[src/sv/imu_fd_pkg.sv]
`timescale 1ns / 1ps
package imu_fd_pkg;

  // Field widths
  localparam int unsigned RAW_W     = 10;
  localparam int unsigned LIM_W     = 6;
  localparam int unsigned Q_W       = 14;
  localparam int unsigned Q_FRAC    = 4;
  localparam int unsigned CLASS_W   = 3;
  localparam int unsigned CFG_IDX_W = 3;

  // Register indexes
  localparam logic [CFG_IDX_W-1:0] CFG_FRONT = 3'd0;
  localparam logic [CFG_IDX_W-1:0] CFG_BACK  = 3'd1;
  localparam logic [CFG_IDX_W-1:0] CFG_RIGHT = 3'd2;
  localparam logic [CFG_IDX_W-1:0] CFG_LEFT  = 3'd3;
  localparam logic [CFG_IDX_W-1:0] CFG_STILL = 3'd4;

  // Register reset values
  localparam logic [RAW_W-1:0] FRONT_RST = 10'd458;
  localparam logic [RAW_W-1:0] BACK_RST  = 10'd491;
  localparam logic [RAW_W-1:0] RIGHT_RST = 10'd519;
  localparam logic [RAW_W-1:0] LEFT_RST  = 10'd498;
  localparam logic [LIM_W-1:0] STILL_RST = 6'd2;

  // Rest means before the first block, in raw codes
  localparam int unsigned FB_REST_MEAN = 482;
  localparam int unsigned RL_REST_MEAN = 512;

  // Q10.4 constants
  localparam logic [Q_W-1:0] CENTER_RST = 14'd8192;
  localparam logic [Q_W-1:0] FB_AVG_RST = 14'd7712;
  localparam logic [Q_W-1:0] RL_AVG_RST = 14'd8192;
  localparam logic [Q_W-1:0] Q_FULL     = 14'h3FFF;

  // Fall classes
  localparam logic [CLASS_W-1:0] CLASS_STAND    = 3'd0;
  localparam logic [CLASS_W-1:0] CLASS_FORWARD  = 3'd1;
  localparam logic [CLASS_W-1:0] CLASS_BACKWARD = 3'd2;
  localparam logic [CLASS_W-1:0] CLASS_RIGHT    = 3'd3;
  localparam logic [CLASS_W-1:0] CLASS_LEFT     = 3'd4;

  // Divider operand select
  typedef logic [1:0] div_sel_t;
  localparam div_sel_t DIV_GYRO_FB  = 2'd0;
  localparam div_sel_t DIV_GYRO_RL  = 2'd1;
  localparam div_sel_t DIV_ACCEL_FB = 2'd2;
  localparam div_sel_t DIV_ACCEL_RL = 2'd3;

  // Controller to datapath
  typedef struct packed {
    logic     load;
    logic     gyro_acc;
    logic     judge_mul;
    logic     judge_sub;
    logic     cal_accept;
    logic     cal_reject;
    logic     accel_acc;
    logic     close_block;
    logic     div_start;
    div_sel_t div_sel;
    logic     ext_update;
    logic     out_load;
  } fd_cmd_t;

  // Datapath to controller
  typedef struct packed {
    logic cal;
    logic gyro_full;
    logic accel_full;
    logic still;
    logic div_done;
  } fd_stat_t;

endpackage

[src/sv/imu_fd_div.sv]
`timescale 1ns / 1ps
// Division by one of two constant windows through a reciprocal multiply.
// Operands latch on a start while not busy; the quotient register and done then load together from the scaled product.
module imu_fd_div #(
  parameter int unsigned DW  = 21,
  parameter int unsigned D_A = 100,
  parameter int unsigned D_B = 15
) (
  input  logic          clk,
  input  logic          rst_n,
  input  logic          start,
  input  logic          sel_b,
  input  logic [DW-1:0] dividend,
  output logic          done,
  output logic [DW-1:0] quotient
);

  // Shift wide enough for an exact floor over the whole dividend range
  localparam int unsigned     DMAX   = (D_A > D_B) ? D_A : D_B;
  localparam int unsigned     SH     = DW + $clog2(DMAX);
  localparam int unsigned     MW     = SH;
  localparam int unsigned     PW     = DW + MW;
  localparam longint unsigned ONE_SH = 64'd1 << SH;
  localparam logic [MW-1:0]   RECIP_A = MW'((ONE_SH + D_A - 1) / D_A);
  localparam logic [MW-1:0]   RECIP_B = MW'((ONE_SH + D_B - 1) / D_B);

  logic          busy_r;
  logic          done_r;
  logic [DW-1:0] op_r;
  logic [MW-1:0] mul_r;
  logic [DW-1:0] quo_r;
  logic [PW-1:0] prod;

  assign prod = PW'(op_r) * PW'(mul_r);

  // Control
  always_ff @(posedge clk) begin
    if (!rst_n) begin
      busy_r <= 1'b0;
      done_r <= 1'b0;
    end else begin
      busy_r <= start && !busy_r;
      done_r <= busy_r;
    end
  end

  // Operand latch, then scaled product
  always_ff @(posedge clk) begin
    if (start && !busy_r) begin
      op_r  <= dividend;
      mul_r <= sel_b ? RECIP_B : RECIP_A;
    end
    if (busy_r) begin
      quo_r <= prod[SH +: DW];
    end
  end

  assign done     = done_r;
  assign quotient = quo_r;

endmodule

[src/sv/imu_fd_dp.sv]
`timescale 1ns / 1ps
// Datapath: window sums, judgement arithmetic, averages, extremes, output register.
module imu_fd_dp import imu_fd_pkg::*; #(
  parameter int unsigned GYRO_WINDOW  = 100,
  parameter int unsigned ACCEL_WINDOW = 15
) (
  input  logic                 clk,
  input  logic                 rst_n,
  input  logic                 cfg_we,
  input  logic [CFG_IDX_W-1:0] cfg_index,
  input  logic [RAW_W-1:0]     cfg_wdata,
  input  logic [RAW_W-1:0]     in_gyro_rl_raw,
  input  logic [RAW_W-1:0]     in_gyro_fb_raw,
  input  logic [RAW_W-1:0]     in_accel_fb_raw,
  input  logic [RAW_W-1:0]     in_accel_rl_raw,
  input  fd_cmd_t              cmd,
  output fd_stat_t             stat,
  output logic [CLASS_W-1:0]   out_fall_class,
  output logic                 out_calibrated,
  output logic [Q_W-1:0]       out_fb_center,
  output logic [Q_W-1:0]       out_rl_center,
  output logic [Q_W-1:0]       out_fb_average,
  output logic [Q_W-1:0]       out_rl_average,
  output logic [Q_W-1:0]       out_fb_minimum,
  output logic [Q_W-1:0]       out_fb_maximum,
  output logic [Q_W-1:0]       out_rl_minimum,
  output logic [Q_W-1:0]       out_rl_maximum
);

  // Gyro window widths
  localparam int unsigned GC     = $clog2(GYRO_WINDOW);
  localparam int unsigned GCNT_W = $clog2(GYRO_WINDOW + 1);
  localparam int unsigned GSUM_W = RAW_W + GC;
  localparam int unsigned GSQ_W  = 2 * RAW_W + GC;
  localparam int unsigned PROD_W = 2 * GSUM_W;
  localparam int unsigned LN_W   = LIM_W + GCNT_W;
  localparam int unsigned LSQ_W  = 2 * LN_W;
  localparam int unsigned CMP_W  = (PROD_W > LSQ_W) ? PROD_W : LSQ_W;
  // Accelerometer block widths
  localparam int unsigned AC     = $clog2(ACCEL_WINDOW);
  localparam int unsigned ACNT_W = $clog2(ACCEL_WINDOW + 1);
  localparam int unsigned ASUM_W = RAW_W + AC;
  localparam int unsigned ALIM_W = RAW_W + ACNT_W;
  localparam int unsigned ACMP_W = (ASUM_W > ALIM_W) ? ASUM_W : ALIM_W;
  // Divider widths
  localparam int unsigned DSUM_W = (GSUM_W > ASUM_W) ? GSUM_W : ASUM_W;
  localparam int unsigned DIV_DW = DSUM_W + Q_FRAC;
  // Block sums before the first block
  localparam logic [ASUM_W-1:0] FB_BLK_RST = ASUM_W'(FB_REST_MEAN * ACCEL_WINDOW);
  localparam logic [ASUM_W-1:0] RL_BLK_RST = ASUM_W'(RL_REST_MEAN * ACCEL_WINDOW);

  // Configuration registers
  logic [RAW_W-1:0] front_r, back_r, right_r, left_r;
  logic [LIM_W-1:0] still_lim_r;

  // Latched sample
  logic [RAW_W-1:0] gyro_fb_r, gyro_rl_r, acc_fb_r, acc_rl_r;

  // Gyro window
  logic [GCNT_W-1:0]  gcnt_r;
  logic [GSUM_W-1:0]  gsum_fb_r, gsum_rl_r;
  logic [GSQ_W-1:0]   gsq_fb_r, gsq_rl_r;
  logic [2*RAW_W-1:0] sq_fb, sq_rl;

  // Judgement pipeline
  logic [PROD_W-1:0] nsq_fb, nsq_rl, ssq_fb, ssq_rl;
  logic [PROD_W-1:0] nsq_fb_r, nsq_rl_r, ssq_fb_r, ssq_rl_r;
  logic [PROD_W-1:0] dev_fb_r, dev_rl_r;
  logic [LN_W-1:0]   limn, limn_r;
  logic [LSQ_W-1:0]  limsq_r;
  logic              cal_r;
  logic [Q_W-1:0]    fb_center_r, rl_center_r;

  // Accelerometer blocks
  logic [ACNT_W-1:0] acnt_r;
  logic [ASUM_W-1:0] asum_fb_r, asum_rl_r;
  logic [ASUM_W-1:0] blk_fb_r, blk_rl_r;
  logic [Q_W-1:0]    fb_avg_r, rl_avg_r;
  logic [Q_W-1:0]    fb_min_r, fb_max_r, rl_min_r, rl_max_r;

  // Divider
  div_sel_t          div_sel_r;
  logic              div_sel_b;
  logic [DIV_DW-1:0] div_dividend;
  logic [DIV_DW-1:0] div_quot;
  logic              div_done;

  // Classification
  logic [ALIM_W-1:0]  front_ax, back_ax, right_ax, left_ax;
  logic [CLASS_W-1:0] class_nxt;

  // Output register
  logic [CLASS_W-1:0] o_class_r;
  logic               o_cal_r;
  logic [Q_W-1:0]     o_fb_ctr_r, o_rl_ctr_r, o_fb_avg_r, o_rl_avg_r;
  logic [Q_W-1:0]     o_fb_min_r, o_fb_max_r, o_rl_min_r, o_rl_max_r;

  // Configuration writes; unknown indexes are dropped
  always_ff @(posedge clk) begin
    if (!rst_n) begin
      front_r     <= FRONT_RST;
      back_r      <= BACK_RST;
      right_r     <= RIGHT_RST;
      left_r      <= LEFT_RST;
      still_lim_r <= STILL_RST;
    end else if (cfg_we) begin
      case (cfg_index)
        CFG_FRONT: front_r     <= cfg_wdata;
        CFG_BACK:  back_r      <= cfg_wdata;
        CFG_RIGHT: right_r     <= cfg_wdata;
        CFG_LEFT:  left_r      <= cfg_wdata;
        CFG_STILL: still_lim_r <= cfg_wdata[LIM_W-1:0];
        default: ;
      endcase
    end
  end

  // Sample latch on input transfer
  always_ff @(posedge clk) begin
    if (cmd.load) begin
      gyro_fb_r <= in_gyro_fb_raw;
      gyro_rl_r <= in_gyro_rl_raw;
      acc_fb_r  <= in_accel_fb_raw;
      acc_rl_r  <= in_accel_rl_raw;
    end
  end

  // Products for the gyro window
  assign sq_fb  = gyro_fb_r * gyro_fb_r;
  assign sq_rl  = gyro_rl_r * gyro_rl_r;
  assign nsq_fb = PROD_W'(gsq_fb_r) * PROD_W'(GYRO_WINDOW);
  assign nsq_rl = PROD_W'(gsq_rl_r) * PROD_W'(GYRO_WINDOW);
  assign ssq_fb = gsum_fb_r * gsum_fb_r;
  assign ssq_rl = gsum_rl_r * gsum_rl_r;
  assign limn   = LN_W'(still_lim_r) * LN_W'(GYRO_WINDOW);

  // Gyro window accumulate and clear
  always_ff @(posedge clk) begin
    if (!rst_n) begin
      gcnt_r    <= '0;
      gsum_fb_r <= '0;
      gsum_rl_r <= '0;
      gsq_fb_r  <= '0;
      gsq_rl_r  <= '0;
    end else if (cmd.gyro_acc) begin
      gcnt_r    <= gcnt_r + GCNT_W'(1);
      gsum_fb_r <= gsum_fb_r + GSUM_W'(gyro_fb_r);
      gsum_rl_r <= gsum_rl_r + GSUM_W'(gyro_rl_r);
      gsq_fb_r  <= gsq_fb_r + GSQ_W'(sq_fb);
      gsq_rl_r  <= gsq_rl_r + GSQ_W'(sq_rl);
    end else if (cmd.cal_accept || cmd.cal_reject) begin
      gcnt_r    <= '0;
      gsum_fb_r <= '0;
      gsum_rl_r <= '0;
      gsq_fb_r  <= '0;
      gsq_rl_r  <= '0;
    end
  end

  // Judgement: products, then deviation terms
  always_ff @(posedge clk) begin
    if (cmd.judge_mul) begin
      nsq_fb_r <= nsq_fb;
      nsq_rl_r <= nsq_rl;
      ssq_fb_r <= ssq_fb;
      ssq_rl_r <= ssq_rl;
      limn_r   <= limn;
    end
    if (cmd.judge_sub) begin
      dev_fb_r <= nsq_fb_r - ssq_fb_r;
      dev_rl_r <= nsq_rl_r - ssq_rl_r;
      limsq_r  <= limn_r * limn_r;
    end
  end

  // Calibration state and centers
  always_ff @(posedge clk) begin
    if (!rst_n) begin
      cal_r       <= 1'b0;
      fb_center_r <= CENTER_RST;
      rl_center_r <= CENTER_RST;
    end else begin
      if (cmd.cal_accept) begin
        cal_r <= 1'b1;
      end
      if (cmd.cal_reject) begin
        fb_center_r <= CENTER_RST;
        rl_center_r <= CENTER_RST;
      end else if (div_done && div_sel_r == DIV_GYRO_FB) begin
        fb_center_r <= div_quot[Q_W-1:0];
      end else if (div_done && div_sel_r == DIV_GYRO_RL) begin
        rl_center_r <= div_quot[Q_W-1:0];
      end
    end
  end

  // Accelerometer block accumulate and close
  always_ff @(posedge clk) begin
    if (!rst_n) begin
      acnt_r    <= '0;
      asum_fb_r <= '0;
      asum_rl_r <= '0;
      blk_fb_r  <= FB_BLK_RST;
      blk_rl_r  <= RL_BLK_RST;
    end else if (cmd.accel_acc) begin
      acnt_r    <= acnt_r + ACNT_W'(1);
      asum_fb_r <= asum_fb_r + ASUM_W'(acc_fb_r);
      asum_rl_r <= asum_rl_r + ASUM_W'(acc_rl_r);
    end else if (cmd.close_block) begin
      acnt_r    <= '0;
      asum_fb_r <= '0;
      asum_rl_r <= '0;
      blk_fb_r  <= asum_fb_r;
      blk_rl_r  <= asum_rl_r;
    end
  end

  // Divider operands; accelerometer sums divide by the block length
  always_comb begin
    case (cmd.div_sel)
      DIV_GYRO_FB: begin
        div_dividend = DIV_DW'({gsum_fb_r, {Q_FRAC{1'b0}}});
      end
      DIV_GYRO_RL: begin
        div_dividend = DIV_DW'({gsum_rl_r, {Q_FRAC{1'b0}}});
      end
      DIV_ACCEL_FB: begin
        div_dividend = DIV_DW'({blk_fb_r, {Q_FRAC{1'b0}}});
      end
      DIV_ACCEL_RL: begin
        div_dividend = DIV_DW'({blk_rl_r, {Q_FRAC{1'b0}}});
      end
      default: begin
        div_dividend = '0;
      end
    endcase
  end

  assign div_sel_b = cmd.div_sel inside {DIV_ACCEL_FB, DIV_ACCEL_RL};

  always_ff @(posedge clk) begin
    if (cmd.div_start) begin
      div_sel_r <= cmd.div_sel;
    end
  end

  imu_fd_div #(
    .DW  (DIV_DW),
    .D_A (GYRO_WINDOW),
    .D_B (ACCEL_WINDOW)
  ) u_div (
    .clk      (clk),
    .rst_n    (rst_n),
    .start    (cmd.div_start),
    .sel_b    (div_sel_b),
    .dividend (div_dividend),
    .done     (div_done),
    .quotient (div_quot)
  );

  // Block averages and running extremes
  always_ff @(posedge clk) begin
    if (!rst_n) begin
      fb_avg_r <= FB_AVG_RST;
      rl_avg_r <= RL_AVG_RST;
      fb_min_r <= Q_FULL;
      fb_max_r <= '0;
      rl_min_r <= Q_FULL;
      rl_max_r <= '0;
    end else begin
      if (div_done && div_sel_r == DIV_ACCEL_FB) begin
        fb_avg_r <= div_quot[Q_W-1:0];
      end
      if (div_done && div_sel_r == DIV_ACCEL_RL) begin
        rl_avg_r <= div_quot[Q_W-1:0];
      end
      if (cmd.ext_update) begin
        if (fb_avg_r < fb_min_r) fb_min_r <= fb_avg_r;
        if (fb_avg_r > fb_max_r) fb_max_r <= fb_avg_r;
        if (rl_avg_r < rl_min_r) rl_min_r <= rl_avg_r;
        if (rl_avg_r > rl_max_r) rl_max_r <= rl_avg_r;
      end
    end
  end

  // Fall class from block sums against scaled limits; first match wins
  assign front_ax = ALIM_W'(front_r) * ALIM_W'(ACCEL_WINDOW);
  assign back_ax  = ALIM_W'(back_r)  * ALIM_W'(ACCEL_WINDOW);
  assign right_ax = ALIM_W'(right_r) * ALIM_W'(ACCEL_WINDOW);
  assign left_ax  = ALIM_W'(left_r)  * ALIM_W'(ACCEL_WINDOW);

  always_comb begin
    if (ACMP_W'(blk_fb_r) < ACMP_W'(front_ax)) begin
      class_nxt = CLASS_FORWARD;
    end else if (ACMP_W'(blk_fb_r) > ACMP_W'(back_ax)) begin
      class_nxt = CLASS_BACKWARD;
    end else if (ACMP_W'(blk_rl_r) > ACMP_W'(right_ax)) begin
      class_nxt = CLASS_RIGHT;
    end else if (ACMP_W'(blk_rl_r) < ACMP_W'(left_ax)) begin
      class_nxt = CLASS_LEFT;
    end else begin
      class_nxt = CLASS_STAND;
    end
  end

  // Output register
  always_ff @(posedge clk) begin
    if (cmd.out_load) begin
      o_class_r  <= class_nxt;
      o_cal_r    <= cal_r;
      o_fb_ctr_r <= fb_center_r;
      o_rl_ctr_r <= rl_center_r;
      o_fb_avg_r <= fb_avg_r;
      o_rl_avg_r <= rl_avg_r;
      o_fb_min_r <= fb_min_r;
      o_fb_max_r <= fb_max_r;
      o_rl_min_r <= rl_min_r;
      o_rl_max_r <= rl_max_r;
    end
  end

  // Status
  assign stat.cal        = cal_r;
  assign stat.gyro_full  = (gcnt_r == GCNT_W'(GYRO_WINDOW));
  assign stat.accel_full = (acnt_r == ACNT_W'(ACCEL_WINDOW));
  assign stat.still      = (CMP_W'(dev_fb_r) < CMP_W'(limsq_r)) &&
                           (CMP_W'(dev_rl_r) < CMP_W'(limsq_r));
  assign stat.div_done   = div_done;

  assign out_fall_class = o_class_r;
  assign out_calibrated = o_cal_r;
  assign out_fb_center  = o_fb_ctr_r;
  assign out_rl_center  = o_rl_ctr_r;
  assign out_fb_average = o_fb_avg_r;
  assign out_rl_average = o_rl_avg_r;
  assign out_fb_minimum = o_fb_min_r;
  assign out_fb_maximum = o_fb_max_r;
  assign out_rl_minimum = o_rl_min_r;
  assign out_rl_maximum = o_rl_max_r;

endmodule

[src/sv/imu_fd_ctrl.sv]
`timescale 1ns / 1ps
// Sequencer: steps one item through gyro, judgement, accelerometer and output.
module imu_fd_ctrl import imu_fd_pkg::*; (
  input  logic     clk,
  input  logic     rst_n,
  input  logic     in_valid,
  output logic     in_ready,
  output logic     out_valid,
  input  logic     out_ready,
  input  fd_stat_t stat,
  output fd_cmd_t  cmd
);

  localparam logic [3:0] S_IDLE   = 4'd0;
  localparam logic [3:0] S_GYRO   = 4'd1;
  localparam logic [3:0] S_JSUB   = 4'd2;
  localparam logic [3:0] S_JCMP   = 4'd3;
  localparam logic [3:0] S_DGFB   = 4'd4;
  localparam logic [3:0] S_DGRL   = 4'd5;
  localparam logic [3:0] S_ACCEL  = 4'd6;
  localparam logic [3:0] S_CSTART = 4'd7;
  localparam logic [3:0] S_DAFB   = 4'd8;
  localparam logic [3:0] S_DARL   = 4'd9;
  localparam logic [3:0] S_EXT    = 4'd10;
  localparam logic [3:0] S_DONE   = 4'd11;

  logic [3:0] state_r, state_nxt;
  logic       out_valid_r;

  // Next state and commands
  always_comb begin
    state_nxt   = state_r;
    cmd         = '0;
    cmd.div_sel = DIV_GYRO_FB;
    case (state_r)
      S_IDLE: begin
        if (in_valid) begin
          cmd.load  = 1'b1;
          state_nxt = S_GYRO;
        end
      end
      S_GYRO: begin
        if (stat.cal) begin
          state_nxt = S_ACCEL;
        end else if (!stat.gyro_full) begin
          cmd.gyro_acc = 1'b1;
          state_nxt    = S_ACCEL;
        end else begin
          cmd.judge_mul = 1'b1;
          state_nxt     = S_JSUB;
        end
      end
      S_JSUB: begin
        cmd.judge_sub = 1'b1;
        state_nxt     = S_JCMP;
      end
      S_JCMP: begin
        if (stat.still) begin
          cmd.div_start = 1'b1;
          cmd.div_sel   = DIV_GYRO_FB;
          state_nxt     = S_DGFB;
        end else begin
          cmd.cal_reject = 1'b1;
          state_nxt      = S_ACCEL;
        end
      end
      S_DGFB: begin
        if (stat.div_done) begin
          cmd.div_start = 1'b1;
          cmd.div_sel   = DIV_GYRO_RL;
          state_nxt     = S_DGRL;
        end
      end
      S_DGRL: begin
        if (stat.div_done) begin
          cmd.cal_accept = 1'b1;
          state_nxt      = S_ACCEL;
        end
      end
      S_ACCEL: begin
        if (!stat.cal) begin
          state_nxt = S_DONE;
        end else if (!stat.accel_full) begin
          cmd.accel_acc = 1'b1;
          state_nxt     = S_DONE;
        end else begin
          cmd.close_block = 1'b1;
          state_nxt       = S_CSTART;
        end
      end
      S_CSTART: begin
        cmd.div_start = 1'b1;
        cmd.div_sel   = DIV_ACCEL_FB;
        state_nxt     = S_DAFB;
      end
      S_DAFB: begin
        if (stat.div_done) begin
          cmd.div_start = 1'b1;
          cmd.div_sel   = DIV_ACCEL_RL;
          state_nxt     = S_DARL;
        end
      end
      S_DARL: begin
        if (stat.div_done) begin
          state_nxt = S_EXT;
        end
      end
      S_EXT: begin
        cmd.ext_update = 1'b1;
        state_nxt      = S_DONE;
      end
      S_DONE: begin
        // wait for the output register to free up
        if (!out_valid_r || out_ready) begin
          cmd.out_load = 1'b1;
          state_nxt    = S_IDLE;
        end
      end
      default: begin
        state_nxt = S_IDLE;
      end
    endcase
  end

  always_ff @(posedge clk) begin
    if (!rst_n) begin
      state_r     <= S_IDLE;
      out_valid_r <= 1'b0;
    end else begin
      state_r <= state_nxt;
      if (cmd.out_load) begin
        out_valid_r <= 1'b1;
      end else if (out_ready) begin
        out_valid_r <= 1'b0;
      end
    end
  end

  assign in_ready  = (state_r == S_IDLE);
  assign out_valid = out_valid_r;

endmodule

[src/sv/imu_still_calibration_fall_detect.sv]
// IMU stillness calibration and fall detection.
// Input channel (in_valid/in_ready): one sample per transfer, two gyro axes and
// two accelerometer axes as raw 10-bit codes. Output channel (out_valid/out_ready):
// one result per sample with fall class, calibration flag, gyro centers, latest
// accelerometer block averages and their running extremes, all Q10.4.
// Configuration port: cfg_we writes cfg_wdata into register cfg_index (0 front,
// 1 back, 2 right, 3 left, 4 stillness limit); write only while idle.
// Sequence: each sample steps through the gyro and accelerometer states to the
// output register, and a new sample is taken only once the last result is loaded.
// A full gyro window adds the judgement steps while uncalibrated. An accepted gyro
// window or a closing accelerometer block runs the shared reciprocal-multiply
// divider twice.
// Reset (rst_n low, synchronous): limits to defaults, uncalibrated, centers 512.0,
// averages 482.0 and 512.0, extremes empty, output register empty.
// A stalled receiver holds the result in the output register; the block still
// takes and works the next sample, then waits before loading its result.
`timescale 1ns / 1ps
module imu_still_calibration_fall_detect import imu_fd_pkg::*; #(
  parameter int unsigned GYRO_WINDOW  = 100,
  parameter int unsigned ACCEL_WINDOW = 15
) (
  input  logic                 clk,
  input  logic                 rst_n,
  input  logic                 cfg_we,
  input  logic [CFG_IDX_W-1:0] cfg_index,
  input  logic [RAW_W-1:0]     cfg_wdata,
  input  logic                 in_valid,
  output logic                 in_ready,
  input  logic [RAW_W-1:0]     in_gyro_rl_raw,
  input  logic [RAW_W-1:0]     in_gyro_fb_raw,
  input  logic [RAW_W-1:0]     in_accel_fb_raw,
  input  logic [RAW_W-1:0]     in_accel_rl_raw,
  output logic                 out_valid,
  input  logic                 out_ready,
  output logic [CLASS_W-1:0]   out_fall_class,
  output logic                 out_calibrated,
  output logic [Q_W-1:0]       out_fb_center,
  output logic [Q_W-1:0]       out_rl_center,
  output logic [Q_W-1:0]       out_fb_average,
  output logic [Q_W-1:0]       out_rl_average,
  output logic [Q_W-1:0]       out_fb_minimum,
  output logic [Q_W-1:0]       out_fb_maximum,
  output logic [Q_W-1:0]       out_rl_minimum,
  output logic [Q_W-1:0]       out_rl_maximum
);

  fd_cmd_t  cmd;
  fd_stat_t stat;

  // Sequencer
  imu_fd_ctrl u_ctrl (
    .clk       (clk),
    .rst_n     (rst_n),
    .in_valid  (in_valid),
    .in_ready  (in_ready),
    .out_valid (out_valid),
    .out_ready (out_ready),
    .stat      (stat),
    .cmd       (cmd)
  );

  // Datapath
  imu_fd_dp #(
    .GYRO_WINDOW  (GYRO_WINDOW),
    .ACCEL_WINDOW (ACCEL_WINDOW)
  ) u_dp (
    .clk             (clk),
    .rst_n           (rst_n),
    .cfg_we          (cfg_we),
    .cfg_index       (cfg_index),
    .cfg_wdata       (cfg_wdata),
    .in_gyro_rl_raw  (in_gyro_rl_raw),
    .in_gyro_fb_raw  (in_gyro_fb_raw),
    .in_accel_fb_raw (in_accel_fb_raw),
    .in_accel_rl_raw (in_accel_rl_raw),
    .cmd             (cmd),
    .stat            (stat),
    .out_fall_class  (out_fall_class),
    .out_calibrated  (out_calibrated),
    .out_fb_center   (out_fb_center),
    .out_rl_center   (out_rl_center),
    .out_fb_average  (out_fb_average),
    .out_rl_average  (out_rl_average),
    .out_fb_minimum  (out_fb_minimum),
    .out_fb_maximum  (out_fb_maximum),
    .out_rl_minimum  (out_rl_minimum),
    .out_rl_maximum  (out_rl_maximum)
  );

endmodule

[config.mk]
export PLATFORM = sky130hd
export DESIGN_NAME = imu_still_calibration_fall_detect
export DESIGN_NICKNAME = d
export VERILOG_FILES = /design/src/sv/imu_fd_pkg.sv /design/src/sv/imu_fd_div.sv /design/src/sv/imu_fd_dp.sv /design/src/sv/imu_fd_ctrl.sv /design/src/sv/imu_still_calibration_fall_detect.sv
export SDC_FILE = /design/constraint.sdc
export NUM_CORES = 2
export LEC_CHECK = 0
export CAP_MARGIN = 10
export CORE_UTILIZATION = 50
export DETAILED_ROUTE_END_ITERATION = 10
export DONT_BUFFER_PORTS = 1
export PLACE_DENSITY = 0.7
export SYNTH_ARGS = -nofsm -noshare
export SYNTH_HDL_FRONTEND = slang
export SYNTH_HIERARCHICAL = 1
export SYNTH_SLANG_ARGS = --single-unit
[constraint.sdc]
create_clock -name clk -period 11.3 [get_ports clk]
set_input_delay 0.565 -clock clk [delete_from_list [all_inputs] [get_ports clk]]
set_output_delay 0.565 -clock clk [all_outputs]
set_load 0.02 [all_outputs]
Word-level counts from Yosys, hierarchy flattened
Index checks and enable logic that the tools add are counted.
{"block": "totals", "ff_bits": 775, "input_bits": 58}
{"block": "op_classes", "addsub": 10, "n_mul": 13, "magnitude_cmp": 10, "n_eq_ne": 29, "mux": 54, "bitwise": 3, "n_reduce_logical": 32}
{"cell": "21-bit case mux with 4 select lines", "n": 1}
{"cell": "27-bit two-way mux", "n": 3}
{"cell": "34-bit by 26-bit less-than comparator with 1-bit output", "n": 2}
{"cell": "17-bit by 17-bit multiplier with 34-bit output", "n": 2}
{"cell": "34-bit subtractor", "n": 2}
{"cell": "27-bit by 5-bit multiplier with 32-bit output, second input constant", "n": 2}
{"cell": "14-bit greater-than comparator", "n": 4}
{"cell": "14-bit less-than comparator", "n": 4}
{"cell": "10-bit by 4-bit multiplier with 14-bit output, second input constant", "n": 4}
{"cell": "27-bit by 20-bit adder with 27-bit output", "n": 2}
{"cell": "17-bit two-way mux", "n": 3}
{"cell": "4-bit case mux with 12 select lines", "n": 1}
{"cell": "21-bit by 28-bit multiplier with 42-bit output", "n": 1}
{"cell": "14-bit two-way mux", "n": 3}
{"cell": "10-bit by 10-bit multiplier with 20-bit output", "n": 2}
{"cell": "4-bit two-way mux", "n": 10}
{"cell": "17-bit by 10-bit adder with 17-bit output", "n": 2}
{"cell": "14-bit by 10-bit adder with 14-bit output", "n": 2}
{"cell": "25-bit two-way mux", "n": 1}
{"cell": "11-bit by 11-bit multiplier with 22-bit output", "n": 1}
{"cell": "2-bit AND reduction", "n": 11}
{"cell": "4-bit equality test, second input constant", "n": 5}
{"cell": "3-bit two-way mux", "n": 6}
{"cell": "4-bit by 3-bit equality test with 1-bit output, second input constant", "n": 4}
{"cell": "other kinds (28)", "n": 73}

Logic depth before layout (Yosys ltp)
{"block": "logic_depth", "word_depth": 7, "ltp_mapped": 27}

By module
The synthesis kept the hierarchy.
{"mod": "imu_fd_dp", "instances": 1, "cells_each": 6897, "area_each_um2": 67054.3, "seq_area_each_um2": 17697.0}
{"mod": "imu_fd_div", "instances": 1, "cells_each": 1193, "area_each_um2": 12348.1, "seq_area_each_um2": 1331.3}
{"mod": "imu_fd_ctrl", "instances": 1, "cells_each": 69, "area_each_um2": 505.5, "seq_area_each_um2": 100.1}

Worst setup path after synthesis
Ideal clock, no wire load.
{"block": "synth_path", "path_type": "register to register", "startpoint": "register u_dp.u_div.mul_r[21]", "endpoint": "register u_dp.u_div.quo_r[13], in the netlist u_dp/u_div/quotient[13] (data pin)", "setup_ps": 262, "arrival_ps": 6900, "path_slack_ps": 4138, "path_stages_with_launch": 28, "path_buffers": 3, "period_less_slack_ps": 7162, "path_cell_list": "edfxtp_1 buf_2 clkbuf_1 clkbuf_1 nand2_1 inv_1 ha_1 inv_1 fa_1 fa_1 inv_1 fa_1 inv_1 fa_1 inv_1 fa_1 inv_1 fa_1 inv_1 ha_1 and4_1 and3_4 a32o_2 a2111oi_4 o21ai_2 o41ai_2 o21ai_1 xor2_1"}
{"block": "synth_between", "elab_chain_cells": 1}
{"element": "start: declaration", "line": "imu_fd_div.sv:30", "source": "logic [MW-1:0] mul_r;"}
{"element": "start signal: assignment", "line": "imu_fd_div.sv:51", "source": "mul_r <= sel_b ? RECIP_B : RECIP_A;"}
{"element": "21-bit by 28-bit multiplier with 42-bit output", "line": "imu_fd_div.sv:34", "source": "assign prod = PW'(op_r) * PW'(mul_r);"}
{"element": "via u_dp.u_div.prod[41]", "line": "imu_fd_div.sv:32", "source": "logic [PW-1:0] prod;"}
{"element": "end signal: assignment", "line": "imu_fd_div.sv:54", "source": "quo_r <= prod[SH +: DW];"}
{"element": "end: declaration", "line": "imu_fd_div.sv:31", "source": "logic [DW-1:0] quo_r;"}
The timed path passes the listed nets, and every way through them passes these cells.
A chain may end at the register's enable or synchronous reset.

Worst setup path in the final report
{"block": "layout_path", "startpoint": "register u_dp.u_div.mul_r[20]", "endpoint": "register u_dp.u_div.quo_r[13], in the netlist u_dp/u_div/quotient[13] (data pin)"}
Same word-level chain as after synthesis.

==> flow_metrics.env <==
export IMPL_status="complete, no violations"
export IMPL_hpwlAfterDp_um=156000
export IMPL_wl_met2_um=91300
export IMPL_die_h_um=400
export IMPL_clk_pin_slew_ns=0.06
export IMPL_drtPass1Iterations=5
export IMPL_grt_max_degree=95
export IMPL_setup_viol=0
export IMPL_nNetsFinal=10211
export IMPL_overflow=0
export IMPL_whs_path_depth=2
export IMPL_routed_wl_um=195000
export IMPL_vias=55563
export IMPL_drc_errors=0
export IMPL_required_ns=11.79
export IMPL_cts_resized=0
export IMPL_numCtsBuffers=84
export IMPL_top_layer="met5"
export IMPL_place_gp_congestion=0.936
export IMPL_drive_above_1_share=0.0384
export IMPL_max_freq_mhz=129
export IMPL_min_path_type="primary input to flip-flop"
export IMPL_clkSinkCount=738
export IMPL_worstSetupPathType="flip-flop to flip-flop"
export IMPL_wl_per_cell_um=19.1
export IMPL_r2r_end="u_dp/u_div/quotient[13]$_DFFE_PP_"
export IMPL_p_sw_uw=6230
export IMPL_start_util=0.506
export IMPL_core_area_um2=157000
export IMPL_endpoint_kind="flip-flop"
export IMPL_dr_wl_met3_um=12300
export IMPL_die_x_um=400
export IMPL_seq_power_share=0.235
export IMPL_timing_setup_tns_ns=0
export IMPL_antenna_found_initial=13
export IMPL_rsz0062_at_grt="no"
export IMPL_grt_pass1_vias=57178
export IMPL_p_per_area_nw_per_um2=170
export IMPL_critPathBufInv=7
export IMPL_clkLatencyLatePin_ns=0.73
export IMPL_cp_arrival_ns=8.23
export IMPL_grt_pass1_wl_um=311000
export IMPL_final_max_slew_viol_count=0
export IMPL_final_min_clock_period_ns=7.75
export IMPL_synth_area_um2=79300
export IMPL_cp_slowest_stage_delay_ns=0.94
export IMPL_maxCapViolCount=0
export IMPL_post_route_util=0.542
export IMPL_crit_chain="nand2_1 > inv_1 > ha_1 > inv_1 > fa_1 > fa_1 > inv_1 > fa_1 > inv_1 > fa_1 > inv_1 > fa_1 > inv_1 > fa_1 > inv_1 > ha_1 > and4_1 > and3_4 > a32o_2 > a2111oi_4 > o21ai_2 > o41ai_2 > o21ai_1 > xor2_1"
export IMPL_final_antenna_net_count=0
export IMPL_critPathMaxFanout=21
export IMPL_critPathTopFamily="adder cells"
export IMPL_cts_tree="done"
export IMPL_hold_violations=0
export IMPL_max_slew_margin=0.191
export IMPL_wl_met1_um=85300
export IMPL_boundaryPins=176
export IMPL_combPwrFrac=0.563
export IMPL_cts_buffer_depth=3
export IMPL_crit_path_start_kind="flip-flop"
export IMPL_grt_usage=0.249
export IMPL_cts_setup_buffers=0
export IMPL_clockRootBuffer="clkbuf_16"
export IMPL_finClkSkew_ns=0.0615
export IMPL_p_sw_frac=0.431
export IMPL_min_delay_start="rst_n"
export IMPL_avgSynthCellArea_um2=9.79
export IMPL_cts_max_level=3
export IMPL_reg2reg_from="u_dp/u_div/mul_r[20]$_DFFE_PP_"
export IMPL_floorplan_rows=145
export IMPL_leakage_uw=0.0433
export IMPL_p_int_uw=8210
export IMPL_postSynthCellCount=8099
export IMPL_min_to="u_dp/gsq_rl_r[26]$_SDFFE_PN0P_"
export IMPL_power_share_clock=0.202
export IMPL_dieArea_um2=160000
export IMPL_drt_iter0_markers=3786
export IMPL_cp_slowest_cell="edfxtp_1"
export IMPL_ir_drop_v=0.000577
export IMPL_reg2reg_slack_ns=3.55
export IMPL_yosysWarningCount=6
export IMPL_area_growth_pct=7.26
export IMPL_tightest_slew_ns=1.21
export IMPL_power_total_uw=14400
export IMPL_io_buffer_count=0
export IMPL_cpMostUsedCell="inv_1"
export IMPL_fin_crit_sh=0.686
export IMPL_viasPerCell=5.44
export IMPL_ff2ff_path_depth=24
## metal layers
layer / GRT usage / up-vias
met2: 0.405 / 1449
met4: 0.0784 / 8
met3: 0.0386 / 299
li1: - / 26285
met5: 0 / -
met1: 0.339 / 27522
## sequential cells by signal, summed over array words and instances (netlist names), 27 cells and up
| name | count |
|---|---|
| u_dp/gsq_rl_r | 27 |
| u_dp/ssq_rl_r | 33 |
| u_dp/dev_rl_r | 30 |
| u_dp/ssq_fb_r | 33 |
| u_dp/gsq_fb_r | 27 |
| u_dp/dev_fb_r | 30 |
| u_dp/nsq_rl_r | 32 |
| u_dp/nsq_fb_r | 32 |
## final cells by class
type                            instances  area, µm²
Fill cell                           13737      71700
Multi-Input combinational cell       5401      53000
Clock inverter                         45        598
Timing Repair Buffer                  105        938
Sequential cell                       738      18900
Tap cell                             2058       2570
Inverter                             1756       6600
Antenna cell                            5       12.5
Clock buffer                          111       2360
## timing repair
item	4_1_cts	5_1_grt
hold endpoints to repair	145	0
setup endpoints to repair	0	0
hold buffers	53	0
## per-stage QoR
| stage | std cells | hold slack, ns | worst slack [ns] | area, µm² |
|---|---|---|---|---|
| 2_1_floorplan | 8102 | 0.408 | 4.14 | 79300 |
| 3_3_place_gp | 10005 | 0.417 | 3.67 | 81500 |
| 3_5_place_dp | 10005 | 0.416 | 3.69 | 81500 |
| 4_1_cts | 10214 | 0.00445 | 3.64 | 85000 |
| 5_1_grt | 10214 | 0.0159 | 3.27 | 85000 |
| 6_report | 10219 | 0.0468 | 3.55 | 85000 |
## layout by cell type (no fill, tap or decap), types with 52 or more instances in the layout
cell              n
edfxtp_1        417
o21a_1           57
clkbuf_16        89
inv_1          1755
o21ai_0         169
a21o_1          196
buf_4            52
nand2_1         676
ha_1           1142
fa_1            925
nor2_1          286
dlygate4sd3_1    52
nand2b_1         61
xor2_1          122
nor2b_1          57
nand3_1         101
and2_1          207
o21bai_1         57
a21oi_1         414
xnor2_1         225
dfxtp_1         321
## power groups by stage
stage | Combinational (µW) | Clock [µW] | Sequential [µW]
6_report | 8130 | 2920 | 3400
3_5_place_dp | 8030 | 0 | 3450
5_1_grt | 9240 | 3080 | 3420
2_1_floorplan | 6360 | 0 | 3270
3_3_place_gp | 7750 | 0 | 3440
4_1_cts | 8130 | 2980 | 3390
## worst register-to-register path, delay by kind of cell (launching register included)
kind,cells,cell delay (ns)
and+or+nand+nor,3,0.78
adders and majority gates,8,3.62
xor gates and xnor gates,1,0.16
AOI/OAI and AO/OA,5,1.48
buffers and inverters,7,0.54
DFF,1,0.94
## worst max path at each step
stage | startpoint | endpoint | slack [ns] | cells past startpoint
2_1_floorplan | u_dp/u_div/mul_r[21]$_DFFE_PP_ | u_dp/u_div/quotient[13]$_DFFE_PP_ | 4.14 | 27
3_3_place_gp | u_dp/u_div/mul_r[20]$_DFFE_PP_ | u_dp/u_div/quotient[13]$_DFFE_PP_ | 3.67 | 24
3_5_place_dp | u_dp/u_div/mul_r[20]$_DFFE_PP_ | u_dp/u_div/quotient[13]$_DFFE_PP_ | 3.69 | 24
4_1_cts | u_dp/u_div/mul_r[20]$_DFFE_PP_ | u_dp/u_div/quotient[13]$_DFFE_PP_ | 3.64 | 24
5_1_grt | u_dp/u_div/mul_r[20]$_DFFE_PP_ | u_dp/u_div/quotient[13]$_DFFE_PP_ | 3.27 | 24
6_report | u_dp/u_div/mul_r[20]$_DFFE_PP_ | u_dp/u_div/quotient[13]$_DFFE_PP_ | 3.55 | 24
Note: power is estimated with default switching activity, not from simulation.
